## src/cmr_pkg.sv

```systemverilog
// Shared types, codes and default sizes for the chunked message reassembly core.
package cmr_pkg;

  // Default sizes
  localparam int DEF_MAX_CHUNKS       = 4;
  localparam int DEF_POINTS_PER_CHUNK = 5;
  localparam int DEF_MAX_POINTS       = 20;

  // Item kinds
  localparam logic [1:0] KIND_CLEAR = 2'd0;
  localparam logic [1:0] KIND_POINT = 2'd1;
  localparam logic [1:0] KIND_READ  = 2'd2;

  // Result status codes
  localparam logic [2:0] ST_STAGED = 3'd0;
  localparam logic [2:0] ST_ACCEPT = 3'd1;
  localparam logic [2:0] ST_REJECT = 3'd2;
  localparam logic [2:0] ST_RESET  = 3'd3;
  localparam logic [2:0] ST_READ   = 3'd4;

  // Input word
  typedef struct packed {
    logic [1:0]  kind;
    logic [15:0] req_id;
    logic [7:0]  exercise_id;
    logic [7:0]  page_no;
    logic [7:0]  page_total;
    logic [2:0]  chunk_index;
    logic [2:0]  chunk_count;
    logic [2:0]  points_in_chunk;
    logic [2:0]  point_pos;
    logic [31:0] point_time;
    logic [31:0] point_value;
  } cmr_in_t;

  // Result word
  typedef struct packed {
    logic [2:0]  status;
    logic        complete;
    logic [2:0]  chunks_received;
    logic [4:0]  points_held;
    logic [31:0] read_time;
    logic [31:0] read_value;
  } cmr_out_t;

  // Point memory control
  typedef struct packed {
    logic rd_en;
    logic wr_en;
    logic clr;
  } cmr_mem_ctl_t;

endpackage

```

## src/cmr_point_mem.sv

```systemverilog
// Point store: registered-read memory of time/value pairs with per-slot valid bits.
module cmr_point_mem #(
  parameter int SLOTS = cmr_pkg::DEF_MAX_CHUNKS * cmr_pkg::DEF_POINTS_PER_CHUNK,
  parameter int AW    = (SLOTS > 1) ? $clog2(SLOTS) : 1
) (
  input  logic                 clk,
  input  logic                 rst_n,
  input  cmr_pkg::cmr_mem_ctl_t ctl,
  input  logic [AW-1:0]        rd_addr,
  input  logic [AW-1:0]        wr_addr,
  input  logic [31:0]          wr_time,
  input  logic [31:0]          wr_value,
  output logic [31:0]          rd_time,
  output logic [31:0]          rd_value
);
  import cmr_pkg::*;

  logic [63:0]      mem_r [SLOTS];
  logic [SLOTS-1:0] vld_r;
  logic [63:0]      rd_data_r;
  logic             rd_vld_r;

  // Write port
  always_ff @(posedge clk) begin
    if (ctl.wr_en) begin
      mem_r[wr_addr] <= {wr_time, wr_value};
    end
  end

  // Track written slots; unwritten slots read as zero
  always_ff @(posedge clk) begin
    if (!rst_n || ctl.clr) begin
      vld_r <= '0;
    end else if (ctl.wr_en) begin
      vld_r[wr_addr] <= 1'b1;
    end
  end

  // Registered read port
  always_ff @(posedge clk) begin
    if (ctl.rd_en) begin
      rd_data_r <= mem_r[rd_addr];
      rd_vld_r  <= vld_r[rd_addr];
    end
  end

  assign rd_time  = rd_vld_r ? rd_data_r[63:32] : 32'd0;
  assign rd_value = rd_vld_r ? rd_data_r[31:0]  : 32'd0;

endmodule

```

## src/chunked_message_reassembly_core.sv

```systemverilog
// Top level: chunk header checks, chunk table and point store sequencing.
//
//   channel  ports                         handshake
//   -------  ----------------------------  -----------------------------------
//   input    start, busy, in_data          word taken when start & !busy
//   result   out_strobe, out_data          one word per input, one cycle wide
//
// For each input word, the accept cycle issues the point memory
// read, the next cycle checks the word against the read data, writes the
// memory back and updates the chunk table. busy is high in that check cycle.
// The result shows on out_data the cycle after, while the next word may be
// accepted. Reset is synchronous; it and a clear word empty all state at once
// through the slot valid bits, so no clearing pass is needed. The result side
// cannot stall.
module chunked_message_reassembly_core #(
  parameter int MAX_CHUNKS       = cmr_pkg::DEF_MAX_CHUNKS,
  parameter int POINTS_PER_CHUNK = cmr_pkg::DEF_POINTS_PER_CHUNK,
  parameter int MAX_POINTS       = cmr_pkg::DEF_MAX_POINTS
) (
  input  logic             clk,
  input  logic             rst_n,
  input  logic             start,
  output logic             busy,
  input  cmr_pkg::cmr_in_t in_data,
  output logic             out_strobe,
  output cmr_pkg::cmr_out_t out_data
);
  import cmr_pkg::*;

  localparam int SLOTS = MAX_CHUNKS * POINTS_PER_CHUNK;
  localparam int AW    = (SLOTS > 1) ? $clog2(SLOTS) : 1;
  localparam int CW    = (MAX_CHUNKS > 1) ? $clog2(MAX_CHUNKS) : 1;
  localparam int RW    = $clog2(MAX_CHUNKS + 1);
  localparam int TW    = $clog2(MAX_POINTS + 1);
  localparam int SW    = TW + 3;
  localparam logic [4:0]    MAXC = 5'(MAX_CHUNKS);
  localparam logic [4:0]    PPC  = 5'(POINTS_PER_CHUNK);
  localparam logic [SW-1:0] MAXP = SW'(MAX_POINTS);

  // Stage registers
  logic          valid_r;
  cmr_in_t       item_r;
  logic [AW-1:0] addr_r;
  logic          out_strobe_r, out_strobe_nxt;
  cmr_out_t      out_data_r, out_data_nxt;

  // Chunk table and header lock
  logic [15:0]   held_request_r, held_request_nxt;
  logic [7:0]    held_exercise_r, held_exercise_nxt;
  logic [7:0]    held_page_r, held_page_nxt;
  logic [7:0]    held_total_r, held_total_nxt;
  logic [2:0]    held_count_r, held_count_nxt;
  logic [RW-1:0] recv_r, recv_nxt;
  logic [TW-1:0] total_r, total_nxt;
  logic          chunk_bad_r, chunk_bad_nxt;
  logic [MAX_CHUNKS-1:0] seen_r, seen_nxt;
  logic [2:0]    counts_r [MAX_CHUNKS];
  logic [2:0]    counts_nxt [MAX_CHUNKS];

  // Memory interface
  cmr_mem_ctl_t  mem_ctl;
  logic [7:0]    acc_slot;
  logic [31:0]   rd_time, rd_value;

  // Stage decode
  logic          accept;
  logic [CW-1:0] cidx;
  logic          idx_ok, slot_ok, seen_hit, stage_pt, last_pt;
  logic          bad_now, hdr_bad, hdr_diff, ok;
  logic [2:0]    cnt_hit;
  logic [SW-1:0] budget;

  assign accept   = start && !busy;
  assign busy     = valid_r;
  assign acc_slot = 8'(in_data.chunk_index) * 8'(POINTS_PER_CHUNK) + 8'(in_data.point_pos);

  // Hold the accepted word for its check cycle
  always_ff @(posedge clk) begin
    if (!rst_n) begin
      valid_r <= 1'b0;
    end else begin
      valid_r <= accept;
    end
  end

  always_ff @(posedge clk) begin
    if (accept) begin
      item_r <= in_data;
      addr_r <= AW'(acc_slot);
    end
  end

  cmr_point_mem #(
    .SLOTS (SLOTS),
    .AW    (AW)
  ) u_mem (
    .clk      (clk),
    .rst_n    (rst_n),
    .ctl      (mem_ctl),
    .rd_addr  (AW'(acc_slot)),
    .wr_addr  (addr_r),
    .wr_time  (item_r.point_time),
    .wr_value (item_r.point_value),
    .rd_time  (rd_time),
    .rd_value (rd_value)
  );

  // Slot and chunk lookups for the held word
  assign cidx     = CW'(item_r.chunk_index);
  assign idx_ok   = 5'(item_r.chunk_index) < MAXC;
  assign slot_ok  = idx_ok && (5'(item_r.point_pos) < PPC);
  assign seen_hit = idx_ok && seen_r[cidx];
  assign cnt_hit  = counts_r[cidx];
  assign stage_pt = (item_r.points_in_chunk != 3'd0) &&
                    (item_r.point_pos < item_r.points_in_chunk);
  assign last_pt  = (item_r.points_in_chunk == 3'd0) ? (item_r.point_pos == 3'd0) :
                    (item_r.point_pos == item_r.points_in_chunk - 3'd1);

  // Point checks: an earlier bad point in the chunk, zero data, or mismatch against an accepted chunk
  assign bad_now = chunk_bad_r ||
                   (stage_pt && (item_r.point_time == 32'd0 || item_r.point_value == 32'd0)) ||
                   (stage_pt && slot_ok && seen_hit &&
                    (rd_time != item_r.point_time || rd_value != item_r.point_value));

  // Header limit checks
  assign hdr_bad = (item_r.req_id == 16'd0) ||
                   (5'(item_r.chunk_count) > MAXC) ||
                   (item_r.chunk_index >= item_r.chunk_count) ||
                   (5'(item_r.points_in_chunk) > PPC) ||
                   ((item_r.points_in_chunk == 3'd0) &&
                    !(item_r.page_total == 8'd0 && item_r.chunk_count == 3'd1 &&
                      item_r.chunk_index == 3'd0)) ||
                   ((item_r.page_total != 8'd0) && (item_r.page_no >= item_r.page_total));

  assign hdr_diff = (held_request_r != item_r.req_id) ||
                    (held_exercise_r != item_r.exercise_id) ||
                    (held_page_r != item_r.page_no) ||
                    (held_total_r != item_r.page_total) ||
                    (held_count_r != item_r.chunk_count);

  assign budget = SW'(total_r) + SW'(item_r.points_in_chunk);

  // Check, update and build the result
  always_comb begin
    held_request_nxt  = held_request_r;
    held_exercise_nxt = held_exercise_r;
    held_page_nxt     = held_page_r;
    held_total_nxt    = held_total_r;
    held_count_nxt    = held_count_r;
    recv_nxt          = recv_r;
    total_nxt         = total_r;
    chunk_bad_nxt     = chunk_bad_r;
    seen_nxt          = seen_r;
    counts_nxt        = counts_r;
    mem_ctl.rd_en     = accept;
    mem_ctl.wr_en     = 1'b0;
    mem_ctl.clr       = 1'b0;
    ok                = 1'b0;
    out_strobe_nxt    = valid_r;
    out_data_nxt      = '0;

    if (valid_r) begin
      unique case (item_r.kind)
        KIND_CLEAR: begin
          held_request_nxt  = '0;
          held_exercise_nxt = '0;
          held_page_nxt     = '0;
          held_total_nxt    = '0;
          held_count_nxt    = '0;
          recv_nxt          = '0;
          total_nxt         = '0;
          chunk_bad_nxt     = 1'b0;
          seen_nxt          = '0;
          for (int i = 0; i < MAX_CHUNKS; i++) begin
            counts_nxt[i] = 3'd0;
          end
          mem_ctl.clr         = 1'b1;
          out_data_nxt.status = ST_RESET;
        end
        KIND_POINT: begin
          // Stage the point into a fresh chunk
          mem_ctl.wr_en = stage_pt && slot_ok && !seen_hit;
          if (!last_pt) begin
            chunk_bad_nxt       = bad_now;
            out_data_nxt.status = ST_STAGED;
          end else begin
            chunk_bad_nxt = 1'b0;
            ok = !hdr_bad && !bad_now && ((recv_r == '0) || !hdr_diff);
            if (ok && recv_r == '0) begin
              held_request_nxt  = item_r.req_id;
              held_exercise_nxt = item_r.exercise_id;
              held_page_nxt     = item_r.page_no;
              held_total_nxt    = item_r.page_total;
              held_count_nxt    = item_r.chunk_count;
            end
            if (ok) begin
              if (seen_r[cidx]) begin
                ok = (cnt_hit == item_r.points_in_chunk);
              end else if (budget > MAXP) begin
                ok = 1'b0;
              end else begin
                counts_nxt[cidx] = item_r.points_in_chunk;
                total_nxt        = TW'(budget);
                seen_nxt[cidx]   = 1'b1;
                recv_nxt         = recv_r + RW'(1);
              end
            end
            out_data_nxt.status = ok ? ST_ACCEPT : ST_REJECT;
          end
        end
        default: begin
          // Read back a stored point; anything not held reads as zero
          out_data_nxt.status = ST_READ;
          if (slot_ok && seen_hit && (item_r.point_pos < cnt_hit)) begin
            out_data_nxt.read_time  = rd_time;
            out_data_nxt.read_value = rd_value;
          end
        end
      endcase
    end

    out_data_nxt.complete        = (recv_nxt == RW'(held_count_nxt));
    out_data_nxt.chunks_received = 3'(recv_nxt);
    out_data_nxt.points_held     = 5'(total_nxt);
  end

  // Control state
  always_ff @(posedge clk) begin
    if (!rst_n) begin
      held_request_r  <= '0;
      held_exercise_r <= '0;
      held_page_r     <= '0;
      held_total_r    <= '0;
      held_count_r    <= '0;
      recv_r          <= '0;
      total_r         <= '0;
      chunk_bad_r     <= 1'b0;
      seen_r          <= '0;
      out_strobe_r    <= 1'b0;
      for (int i = 0; i < MAX_CHUNKS; i++) begin
        counts_r[i] <= 3'd0;
      end
    end else begin
      held_request_r  <= held_request_nxt;
      held_exercise_r <= held_exercise_nxt;
      held_page_r     <= held_page_nxt;
      held_total_r    <= held_total_nxt;
      held_count_r    <= held_count_nxt;
      recv_r          <= recv_nxt;
      total_r         <= total_nxt;
      chunk_bad_r     <= chunk_bad_nxt;
      seen_r          <= seen_nxt;
      out_strobe_r    <= out_strobe_nxt;
      counts_r        <= counts_nxt;
    end
  end

  // Result register
  always_ff @(posedge clk) begin
    if (valid_r) begin
      out_data_r <= out_data_nxt;
    end
  end

  assign out_strobe = out_strobe_r;
  assign out_data   = out_data_r;

endmodule
```

## config.mk

```make
export PLATFORM = sky130hd
export DESIGN_NAME = chunked_message_reassembly_core
export DESIGN_NICKNAME = d
export VERILOG_FILES = /design/src/cmr_pkg.sv /design/src/cmr_point_mem.sv /design/src/chunked_message_reassembly_core.sv
export SDC_FILE = /design/constraint.sdc
export NUM_CORES = 1
export LEC_CHECK = 0
export BUFFER_PORTS_ARGS = -buffer_cell sky130_fd_sc_hd__buf_2
export CAP_MARGIN = 20
export CORE_UTILIZATION = 64
export CTS_BUF_LIST = sky130_fd_sc_hd__clkbuf_2 sky130_fd_sc_hd__clkbuf_4 sky130_fd_sc_hd__clkbuf_8
export DETAILED_ROUTE_END_ITERATION = 10
export PLACE_DENSITY = 0.8
export RECOVER_POWER = 100
export SLEW_MARGIN = 40
export SYNTH_ARGS = -nofsm -noshare
export SYNTH_HDL_FRONTEND = slang
export SYNTH_HIERARCHICAL = 1
export SYNTH_SLANG_ARGS = --single-unit
```

## constraint.sdc

```tcl
create_clock -name clk -period 14.52 [get_ports clk]
set_clock_uncertainty 0.1 [all_clocks]
set_input_delay 2.904 -clock clk [delete_from_list [all_inputs] [get_ports clk]]
set_output_delay 2.904 -clock clk [all_outputs]
set_load 0.01 [all_outputs]
```

==> parameters.txt <==
Parameter                              Value

Critical path
  R2R cell count    4
  Kind of launch point of the worst setup path    primary input
  Reg2Reg Launch Point    busy
  Chain of cells forming the critical path    clkbuf_1 -> ha_1 -> ha_1 -> ha_1 -> a21o_1 -> a21oi_1 -> xnor2_2 -> clkbuf_1
  Most frequent CP cell    ha_1
  Highest fanout seen on the critical path    133
  Reg-to-Reg End    item_r[22]
  Classification of the worst setup path    primary input to register
  Critical Path AT    9.93 ns
  Worst setup startpoint    in_data[75]
  Data required time of the critical path    14.02 ns
  Worst setup EP type    register
  Critical-path top delay cell    clkbuf_1
  Register-to-register setup slack    4.26 ns
  Largest incremental delay on the critical path    5.28 ns

Clock tree
  Post-CTS Resized    0
  Number of buffers created by CTS    239
  Post-CTS Hold Buffers    0
  Clk buf depth    3
  Clock insertion delay at the later pin of the skew report    0.93 ns
  Count of clock tree sinks    1634
  Htree depth    4
  Clock tree root driver cell    clkbuf_8
  Setup repair bufs after CTS    0
  Post-CTS clock slew at the launch and capture registers of the worst setup and hold paths    0.06 ns
  TritonCTS clock tree    done

Route
  Remaining design rule violation count    4
  TritonRoute pass-1 iters    9
  Wl on met1    57000 µm
  Met3 wire length    20000 µm
  Iteration-0 DRC Markers    4521
  Antenna Nets Post-Route    0
  Met2 WL    75200 µm
  Final routed wire length divided by cell count    30.9 µm
  Wire length reported by the detailed router    157000 µm
  Vias per inst    6.73
  Vias after detailed routing    34300
  Uppermost layer routed    met5

Yosys
  Synth Area in Adders    0.694%
  Most used DFF post-synth    edfxtp_1
  Async set or reset register ratio after synthesis    0%
  Post-Synth XOR/XNOR Area    1.67%
  Count of cell types in the netlist    65
  Post-synthesis cell area    63400 µm²
  Compound-Gate Fraction of Synth Area    4.12%
  Cells after Synth    3248
  Synthesized area divided by synthesized cell count    19.5 µm²
  Simple-gate share of the synthesized area    4.41%
  Combinational family with the most area after synthesis    multiplexers
  Count of flip-flops with a built-in enable after synthesis    1544
  Yosys warning count    6
  Seq/Total Area, Yosys    75.9%
  Flop and latch count out of synthesis    1634
  Post-synthesis mux area share    11.6%
  Post-Synthesis Net Count    3403

Timing
  Setup repair after global routing missed its margin    no
  Shortest period the worst path allows    10.42 ns
  Endpoints failing setup    0
  Total count of hold-check failures in the final report    0
  Number of slew-limit violations in the final report    1711
  Crit path setup slack, layout    4.10 ns
  Max Clock Freq    0.0959 GHz
  Max-Slew Margin vs Limit    -410%
  Aggregate negative setup slack    0 ns
  Actual transition at the worst max-transition pin    7.64 ns
  Portion of the clock cycle consumed by the worst path in the final layout    71.8%

Place
  HPWL after detailed placement    86800 µm
  Post-placement cell count    4654
  Count of buffers inserted at the top-level ports    198
  Worst slack after detailed placement    6.90 ns
  GP Congestion    0.858

Pwr
  Leakage power figure    22.9 nW
  Part of the power in the clock network    36.8%
  Power density cells    142 nW/µm²
  Worst vdd ir    108 µV
  Switching component of the power    0.00241 W
  Sequential fraction of design power    53.4%
  P_int    0.00758 W
  Combinational share of power    9.8%
  Sw frac    24.1%

Outcome
  Run status    finished with violations
  Violated checks    design-rule violations, max-capacitance violations, max-slew violations

Floorplan
  I/O pins    199
  Floorplan die height    317 µm
  Row Count    115
  Die boundary width    317 µm
  DIE AREA    100000 µm²
  Placeable core area    98300 µm²
  Starting utilization of the core area    64.5%

Worst hold path
  Endpoint of the worst hold-timing path    seen_r[2]
  Classification of the worst-slack hold path    register to register
  Startpoint of the lowest-slack hold path    seen_r[2]
  Number of instances on the worst hold path    2

Global route
  Maximum number of pins on one net before global-route repair    134
  Via count of the first global-routing pass    34500
  Grt ovf    0
  Initial antenna violation count    9
  First-pass GRT wire length    226000 µm
  GRT Overall Usage    31.7%

Layout
  Fill cell count    5740
  Share of post-route cells with drive strength above 1    20.5%
  Final-stage net count    3768
  Leading cell types in the layout, fill and taps excluded    1544 x edfxtp_1, 265 x mux4_2, 248 x clkbuf_8
  Post-route non-filler standard cell count    5091
  Most common cell after layout, fill and taps aside    edfxtp_1
  Multi-input combinational cell area    14400 µm²
  Sequential cell area    48200 µm²
  Area added between synthesis and finish    11.0%

Job
  Max_cap viols    43
## power by group through the flow
stage	clock (W)	sequential [W]	combinational, W
5_1_grt	0.00391	0.00534	0.00102
3_3_place_gp	0	0.00542	0.000905
3_5_place_dp	0	0.00543	0.000946
2_1_floorplan	0	0.00542	0.000624
4_1_cts	0.00371	0.00533	0.000951
6_report	0.00367	0.00533	0.000981
## synthesized netlist by cell type (32+ instances only)
master    instances  area, µm²
edfxtp_1       1544      46400
mux4_2          265       5970
mux2i_1         137       1370
and2_1          136        851
xor2_1          111        972
dfxtp_1          90       1800
clkbuf_1         85        319
nor2b_1          79        494
a21oi_1          74        370
a211oi_1         66        495
o22ai_1          64        400
a22oi_1          63        473
nand3_1          59        295
nor4_1           50        313
a21boi_0         45        338
nand2b_1         45        282
buf_2            41        205
ha_1             32        400
nor2_1           32        120
## sequential cells by signal, indices dropped and copies added, names as in the netlist, 4 cells and up
name / count
u_mem/mem_r: 1280
u_mem/vld_r: 20
out_data: 76
addr_r: 5
u_mem/rd_data_r: 64
seen_r: 4
held_exercise_r: 8
total_r: 5
item_r: 116
held_page_r: 8
held_total_r: 8
held_request_r: 16
counts_r: 12
## critical path, delay by kind of cell
kind | cells | cell delay (ns)
AO/OA/AOI/OAI | 2 | 0.37
buffers and inverters | 2 | 5.44
XOR/XNOR | 1 | 0.14
adder cells (fa/ha/maj) | 3 | 0.90
## cell type report
class                           count  area share (%)
Antenna cell                        5          0.0178
Clock buffer                      321            5.63
Clock inverter                    106            1.16
Sequential cell                  1634            68.4
Inverter                           29           0.155
Multi-Input combinational cell   1417            20.4
Tap cell                         1287            2.29
Timing Repair Buffer              292            1.96
## metal layers
layer	global-route usage [%]	vias up
met1	43.8	17400
met2	50.0	2601
li1	-	13900
met3	8.03	365
met4	11.2	6
met5	0	-
## cells by family (layout without fill, tap and decap cells)
| group | Yosys count | after routing |
|---|---|---|
| DFF | 1634 | 1634 |
| buffers and inverters | 197 | 748 |
| other | 0 | 5 |
| AOI/OAI and AO/OA | 382 | 382 |
| adders and majority gates | 34 | 34 |
| muxes | 405 | 405 |
| and+or+nand+nor | 475 | 475 |
| xor gates and xnor gates | 121 | 121 |
## stage by stage
stage / cell area (µm²) / power [W] / util, % / hold slack, ns
floorplan: 63400 / 0.00604 / - / 0.322
global placement: 66000 / 0.00633 / 67.1 / 0.333
detailed placement: 66400 / 0.00637 / 67.6 / 0.340
CTS: 71200 / 0.00999 / 72.5 / 0.350
global route: 70400 / 0.0103 / 71.6 / 0.363
finish: 70400 / 0.00999 / 71.6 / 0.352
## how the worst max path moves through the flow
stage,to,slack (ns),cells after the start
2_1_floorplan,addr_r[0],2.63,1
3_5_place_dp,u_mem/rd_data_r[56],6.90,10
6_report,addr_r[4],4.10,8
5_1_grt,item_r[48],3.88,4
4_1_cts,u_mem/rd_data_r[37],7.85,10
3_3_place_gp,u_mem/rd_data_r[51],6.74,10
(Power assumes the default switching activity.)
